### src/sv/catmull_rom_point_eval_unit_defines.svh
// ----------------------------------------------------------------------------
// Catmull-Rom point evaluator assertion macros
// Shared property wrappers for the concurrent checks of the evaluator.
// ----------------------------------------------------------------------------
`ifndef CATMULL_ROM_POINT_EVAL_UNIT_DEFINES_SVH
`define CATMULL_ROM_POINT_EVAL_UNIT_DEFINES_SVH

// Same-cycle implication, disabled while reset is asserted (active low).
`define CR_ASSERT_IMPL(lbl, clk, rst_n, ante, cons, msg) \
  lbl: assert property (@(posedge clk) disable iff (!rst_n) (ante) |-> (cons)) \
    else $error(msg);

// Next-cycle implication, disabled while reset is asserted (active low).
`define CR_ASSERT_NEXT(lbl, clk, rst_n, ante, cons, msg) \
  lbl: assert property (@(posedge clk) disable iff (!rst_n) (ante) |=> (cons)) \
    else $error(msg);

`endif

### src/sv/cr_pkg.sv
// ----------------------------------------------------------------------------
// Catmull-Rom evaluator package
// Widths, codes and control types shared by the evaluator modules.
// ----------------------------------------------------------------------------
package cr_pkg;

  localparam int CoordW    = 32;             // Q16.16 coordinate
  localparam int AddrW     = 8;              // waypoint index
  localparam int Depth     = 256;            // waypoint store depth
  localparam int CntW      = 9;              // point_count register
  localparam int TFracBits = 16;             // fraction bits of t
  localparam int TW        = TFracBits + 1;  // t field, 1.0 included
  localparam int CoefW     = CoordW + 6;     // cubic coefficients and Horner sum
  localparam int ProdW     = CoefW + TW + 1; // Horner product

  localparam logic [TW-1:0]   TOne     = TW'(1) << TFracBits;
  localparam logic [CntW-1:0] MaxCount = CntW'(Depth);

  localparam logic CMD_STORE = 1'b0;
  localparam logic CMD_EVAL  = 1'b1;

  localparam logic [1:0] STAT_STORE = 2'd0;
  localparam logic [1:0] STAT_EVAL  = 2'd1;
  localparam logic [1:0] STAT_ERR   = 2'd2;

  localparam logic [2:0] REG_POINT_COUNT = 3'd0;

  typedef enum logic [1:0] {
    TAP_P0,
    TAP_P1,
    TAP_P2,
    TAP_P3
  } tap_e;

  typedef enum logic [1:0] {
    COEF_C,
    COEF_B,
    COEF_A
  } coef_e;

  typedef enum logic [2:0] {
    ST_IDLE,
    ST_READ,
    ST_DRAIN,
    ST_MUL,
    ST_ADD,
    ST_DONE
  } state_e;

  // Control shared by both coordinate lanes.
  typedef struct packed {
    logic             wr_en;
    logic             rd_en;
    logic [AddrW-1:0] addr;
    tap_e             tap;
    logic             mul_en;
    logic             add_en;
    coef_e            coef;
    logic [TW-1:0]    t;
  } cr_lane_ctrl_t;

endpackage

### src/sv/cr_ctrl.sv
// ----------------------------------------------------------------------------
// Catmull-Rom sequencer
// Decodes commands, clamps neighbor indices and steps both lanes.
// ----------------------------------------------------------------------------
module cr_ctrl
  import cr_pkg::*;
(
  input  logic             clk_i,
  input  logic             rst_ni,
  input  logic             in_valid_i,
  output logic             in_ready_o,
  input  logic             cmd_i,
  input  logic [AddrW-1:0] point_index_i,
  input  logic [TW-1:0]    t_frac_i,
  input  logic [CntW-1:0]  point_count_i,
  input  logic             take_i,
  output logic             done_o,
  output logic [1:0]       status_o,
  output cr_lane_ctrl_t    lane_o
);

  state_e           state_q, state_d;
  logic [1:0]       cnt_q;
  logic [AddrW-1:0] nbr_q [4];
  logic [TW-1:0]    t_q;
  logic [1:0]       status_q;

  logic             accept, err;
  logic [CntW-1:0]  n, idx9, inc1, last;
  logic [CntW:0]    inc2;
  logic [AddrW-1:0] i0, i2, i3;
  logic [TW-1:0]    t_sat;

  assign accept = in_valid_i & in_ready_o;

  // Neighbor clamping against the active point count.
  assign n     = (point_count_i > MaxCount) ? MaxCount : point_count_i;
  assign idx9  = {1'b0, point_index_i};
  assign err   = idx9 >= n;
  assign inc1  = idx9 + CntW'(1);
  assign inc2  = {1'b0, idx9} + (CntW+1)'(2);
  assign last  = n - CntW'(1);
  assign i0    = (point_index_i == '0) ? '0 : point_index_i - AddrW'(1);
  assign i2    = (inc1 < n) ? inc1[AddrW-1:0] : last[AddrW-1:0];
  assign i3    = (inc2 < {1'b0, n}) ? inc2[AddrW-1:0] : last[AddrW-1:0];
  assign t_sat = (t_frac_i > TOne) ? TOne : t_frac_i;

  always_comb begin
    state_d = state_q;
    unique case (state_q)
      ST_IDLE: begin
        if (accept) begin
          state_d = (cmd_i == CMD_EVAL && !err) ? ST_READ : ST_DONE;
        end
      end
      ST_READ:  if (cnt_q == 2'd3) state_d = ST_DRAIN;
      ST_DRAIN: state_d = ST_MUL;
      ST_MUL:   state_d = ST_ADD;
      ST_ADD:   if (cnt_q == 2'd2) state_d = ST_DONE; else state_d = ST_MUL;
      ST_DONE:  if (take_i) state_d = ST_IDLE;
      default:  state_d = ST_IDLE;
    endcase
  end

  always_ff @(posedge clk_i or negedge rst_ni) begin
    if (!rst_ni) begin
      state_q  <= ST_IDLE;
      cnt_q    <= '0;
      status_q <= STAT_STORE;
    end else begin
      state_q <= state_d;
      if (accept) begin
        cnt_q <= '0;
        if (cmd_i == CMD_STORE) begin
          status_q <= STAT_STORE;
        end else if (err) begin
          status_q <= STAT_ERR;
        end else begin
          status_q <= STAT_EVAL;
        end
      end else if (state_q == ST_READ || state_q == ST_ADD) begin
        cnt_q <= cnt_q + 2'd1;
      end else if (state_q == ST_DRAIN) begin
        cnt_q <= '0;
      end
    end
  end

  always_ff @(posedge clk_i) begin
    if (accept) begin
      nbr_q[0] <= i0;
      nbr_q[1] <= point_index_i;
      nbr_q[2] <= i2;
      nbr_q[3] <= i3;
      t_q      <= t_sat;
    end
  end

  always_comb begin
    in_ready_o    = (state_q == ST_IDLE);
    done_o        = (state_q == ST_DONE);
    status_o      = status_q;
    lane_o.wr_en  = accept & (cmd_i == CMD_STORE);
    lane_o.rd_en  = (state_q == ST_READ);
    lane_o.addr   = (state_q == ST_READ) ? nbr_q[cnt_q] : point_index_i;
    lane_o.tap    = tap_e'(cnt_q);
    lane_o.mul_en = (state_q == ST_MUL);
    lane_o.add_en = (state_q == ST_ADD);
    lane_o.coef   = coef_e'(cnt_q);
    lane_o.t      = t_q;
  end

endmodule

### config.mk
export PLATFORM = sky130hd
export DESIGN_NAME = cr_ctrl
export DESIGN_NICKNAME = d
export VERILOG_FILES = /design/src/sv/catmull_rom_point_eval_unit_defines.svh /design/src/sv/cr_pkg.sv /design/src/sv/cr_ctrl.sv
export SDC_FILE = /design/constraint.sdc
export NUM_CORES = 1
export LEC_CHECK = 0
export BUFFER_PORTS_ARGS = -buffer_cell sky130_fd_sc_hd__buf_2
export CORE_AREA = 2 2 89 91
export CTS_CLUSTER_SIZE = 30
export DETAILED_ROUTE_END_ITERATION = 10
export DIE_AREA = 0 0 91 93
export GPL_TIMING_DRIVEN = 1
export PLACE_DENSITY_LB_ADDON = 0.08
export SLEW_MARGIN = 20
export SYNTH_ARGS = -nofsm -noshare
export SYNTH_HDL_FRONTEND = slang
export SYNTH_SLANG_ARGS = --single-unit
### constraint.sdc
create_clock -name clk_i -period 2.2 [get_ports clk_i]
set_input_delay 0.44 -clock clk_i [delete_from_list [all_inputs] [get_ports clk_i]]
set_output_delay 0.44 -clock clk_i [all_outputs]
set_load 0.03 [all_outputs]
* Word level (Yosys, flattened, before mapping) *
Memories as Yosys holds them, arrays and structs flattened.
Cells that the tools add are included.

operators by class
  add/sub/neg operators = 5
  magnitude comparators = 5
  eq/ne operators = 10
  muxes and demuxes = 18
  bitwise operators = 3
  reduce and logical (&&, ||, !) cells = 7

operators with widths
  kind                                                   number
  two-way mux 8 bit                                      4
  less-than comparator 9 bit                             2
  one-hot mux 3 bit (6 select lines)                     1
  greater-than comparator 17 bit, second input constant  1
  subtractor 8 x 1 -> 8 bit, second input constant       2
  two-way mux 3 bit                                      5
  two-way mux 2 bit                                      5
  adder 8 x 1 -> 9 bit, second input constant            1
  adder 8 x 2 -> 9 bit, second input constant            1
  greater-or-equal comparator 8 x 9 -> 1 bit             1
  greater-than comparator 9 bit, second input constant   1
  two-way mux 9 bit                                      1
  logical NOT 8 bit                                      1
  == test 3 x 2 -> 1 bit, second input constant          2
  == test 3 bit, second input constant                   2
  == test 2 bit, second input constant                   2
  != test 2 x 1 -> 1 bit, second input constant          2
  == test 3 x 1 -> 1 bit, second input constant          1
  logical NOT 3 bit                                      1
  AND reduction 3 bit                                    1
  nonzero test 3 bit                                     1
  adder 2 x 1 -> 2 bit, second input constant            1
  AND 1 bit                                              2
  two-way mux 1 bit                                      2
  other kinds (5)                                        5

word-level totals
  register bits = 24
  bits in writable memories = 32
  bits of input ports = 39
  logic and storage cells = 53
  memories kept = 1

memory list
  name   depth  bits a word  rd ports  clocked after Yosys merged registers in  wr ports  RTL line       source
  nbr_q  4      8            1         0                                        4         cr_ctrl.sv:24  logic [AddrW-1:0] nbr_q [4];

* Logic depth before layout (Yosys ltp) *
  depth after elaboration = 8
  gate-level depth with buffers = 11

* Worst setup path after synthesis *
Ideal clock, no wire load.

  kind = register to register
  start = register state_q[2]
  end = memory nbr_q[0][0], enable pin
  arrival = 2545 ps
  required time = 1796 ps
  path slack = -749 ps
  stages on the path, launching flop included = 5
  path buffers = 1
  period minus slack after synthesis = 2949 ps
  cells stage by stage = dfrtp_1 buf_2 nor3_1 nand2_1 inv_1

RTL lines
  element                   RTL line       source
  start: declaration        cr_ctrl.sv:22  state_e state_q, state_d;
  start signal: assignment  cr_ctrl.sv:71  state_q <= state_d;
  end: declaration          cr_ctrl.sv:24

==> impl_results.md <==
- Max Cap Viol: 0
- Non-filler instance count after layout: 577
- # port buffers: 75
- Residual DRC count: 0
- Die area: 8463 um2
- Site Rows: 32
- Final critical-path setup slack: -0.05331 ns
- Final setup vio count: 8
- Leakage power: 2.250 nW
- Failing checks: negative setup slack
- Worst vdd ir: 326.7 uV
- Clock skew: 0.008169 ns
- Synth top area share: 40.19%
- Starting DRT DRC Count: 127
- I/O pin count: 76
- Synth Flop Type: edfxtp_1
- DRT antenna net count: 0
- Layout Nets: 547
- Synth cell types: 45
- WP data arrival: 2.32 ns
- Worst setup path category: input port to flop
- CP max FO: 3
- Vias in the first global route: 2929
- CP required: 2.26 ns
- Antenna violations before repair: 0
- Number of diodes: 0
- CTS sink count: 56
- Fillcell total: 627
- Initial Util: 48.64%
- Hold WS: 0.3752 ns
- Synth warnings: 0
- Status: complete, but fails checks
- Clk buf depth: 2
- Fmax: 0.4438 GHz
- Final Slew Violations: 0
- Worst-Skew Late Latency: 0.31 ns
- Die X: 91 um
- FF+latch area: 1648 um2
- Top post-synthesis cells by area: edfxtp_1 (40%), ha_1 (12%), mux4_2 (4.9%), dfrtp_1 (4.8%), mux2i_1 (4.4%)
- RSZ-0062 raised after global routing: true
- Final Cycle Share: 102.4%
- Async set-or-reset flop fraction in the synthesized netlist: 12.50%
- Largest net degree at the start of global routing: 28
- CTS tree: yes
- Area grow syn2layout: 42.79%
- Syn_nets: 404
- Die height: 93 um
- Root Driver: clkbuf_8
- Pwr Density: 912.3 nW/um2
- CTS H-tree lvls: 2
- Synth Register Bits: 56
- First-pass GRT wire length: 14190 um
- Hold Path Class: input port to flop
- Final hold vios: 0
- GPL Wtd Cong: 0.8031
- Worst slew pin tran: 0.7696 ns
- Synth area leader: edfxtp_1
- CP startpoint kind: input port
- CTS clock-pin slew for the worst setup and hold paths: 0.10 ns
- Setup crit end kind: flop
- Core area: 7527 um2
- Syn avg cell area: 11.06 um2
- Fraction of layout cells with a size suffix above 1: 43.79%
- Post-synth EDFFs: 49
- Mapped Cells: 331
- Total global-route track usage: 21.47%
- Sequential fraction of the synthesis area: 44.98%
- Most frequent cells in the layout: buf_4 (65), buf_2 (60), edfxtp_1 (49)
- DR WL/cell: 15.27 um
- Post-DP HPWL: 6882 um
- Detailed Route WL: 8810 um
- Number of buffers created by CTS: 5
- Multi-input logic area: 2063 um2
- Tmin final: 2.253 ns
- Commonest non-fill, non-tap cell in the layout: buf_4
- Vias per inst: 5.173
- Slew HR: 48.02%
- DRT Pass-1 Iters: 4
- Synthesized area: 3661 um2
- Placed cell count: 556
- Total number of vias: 2985
- Grt ovf: 0
[routing by layer]
metal,GRT usage [%],vias up,share of wire (%)
li1,-,1473,-
met1,25.95,1423,43
met5,0,-,0
met4,6.061,0,1.8
met2,40.06,76,52
met3,2.901,13,3.2
[final timing paths]
| check | start | end | slack [ns] | cells after the start |
|---|---|---|---|---|
| setup / recovery | point_index_i[3] | nbr_q[2][2] | -0.05 | 10 |
| hold / removal | cmd_i | status_o[0] | 0.38 | 3 |
| hold reg to reg | status_o[1] | status_o[1] | 0.52 | 1 |
| setup reg to reg | cnt_q[0] | state_q[2] | 0.33 | 6 |
| max in group asynchronous | rst_ni | cnt_q[1] | 1.53 | 2 |
| min in group asynchronous | rst_ni | state_q[2] | 0.49 | 2 |
[synth_stat cells (2+ instances only)]
cell / number
ha_1: 34
xor2_1: 12
a211o_1: 2
nand2b_1: 9
edfxtp_1: 49
nand3_1: 4
dfrtp_1: 7
nor2b_1: 17
clkbuf_1: 6
nor3_1: 6
mux2_2: 7
mux4_2: 8
nand2_1: 27
a21boi_0: 2
inv_1: 20
nor4_1: 5
o21ai_2: 2
a21oi_1: 13
o21ai_0: 17
buf_4: 2
or4_4: 2
mux2i_1: 16
buf_2: 6
nor2_1: 30
o2111ai_1: 2
xnor2_1: 7
[critical path: stages]
cell	delay [ns]
buf_8	0.08
and4_4	0.25
nand2_2	0.08
xor2_2	0.15
inv_1	0.10
ha_4	0.20
a211o_1	0.35
o2111ai_2	0.27
o21ai_4	0.10
mux2_4	0.30
[timing repair]
| action | 4_1_cts | 5_1_grt |
|---|---|---|
| hold buffers | 1 | 0 |
| pin swaps | 12 | 7 |
| resized for setup | 50 | 23 |
| endpoints found under the setup margin | 21 | 27 |
| endpoints found under the hold margin | 7 | 0 |
| buffers inserted | 11 | 1 |
[flip-flops by register name, summed over array words and instances (netlist names)]
name / count
status_o: 2
state_q: 3
t_q: 17
nbr_q: 32
cnt_q: 2
[through the flow]
stage / utilization [%] / setup slack [ns] / area (um2) / power, W / setup TNS (ns)
after floorplan: - / -0.3712 / 3760 / 0.002980 / -3.605
after global routing: 69.45 / -0.1122 / 5228 / 0.005014 / -1.220
final: 69.45 / -0.05331 / 5228 / 0.004769 / -0.1500
after global placement: 61.80 / -0.4176 / 4652 / 0.003617 / -7.093
after CTS: 68.28 / -0.04481 / 5140 / 0.004742 / -0.1413
after detailed placement: 61.80 / -0.5430 / 4652 / 0.003639 / -8.469
[logic make-up after synthesis]
| kind of cell | after synthesis | share of synthesized area [%] |
|---|---|---|
| compound gates | 48 | 8.032 |
| xor+xnor | 19 | 4.545 |
| fa+ha+maj | 34 | 11.62 |
| buf+inv | 37 | 4.408 |
| flops | 56 | 44.98 |
| mux | 31 | 11.45 |
| simple gates | 106 | 14.97 |
[report_power, final]
part,internal (W),total [W],switching (W),leakage (nW)
clock network,0.000569,0.000890,0.000321,0.0784
registers,0.00143,0.00152,0.0000943,0.541
logic,0.00104,0.00236,0.00132,1.63
total,0.00304,0.00477,0.00173,2.25
[layout make-up]
| type | count | share of cell area (%) |
|---|---|---|
| clock buffer | 5 | 1.316 |
| clock inverter | 3 | 1.723 |
| inverter | 21 | 1.675 |
| multi-input combinational | 238 | 39.47 |
| sequential | 56 | 31.52 |
| tap | 102 | 2.441 |
| timing repair buffer | 152 | 21.85 |
Note: power is estimated with default switching activity, not from simulation.
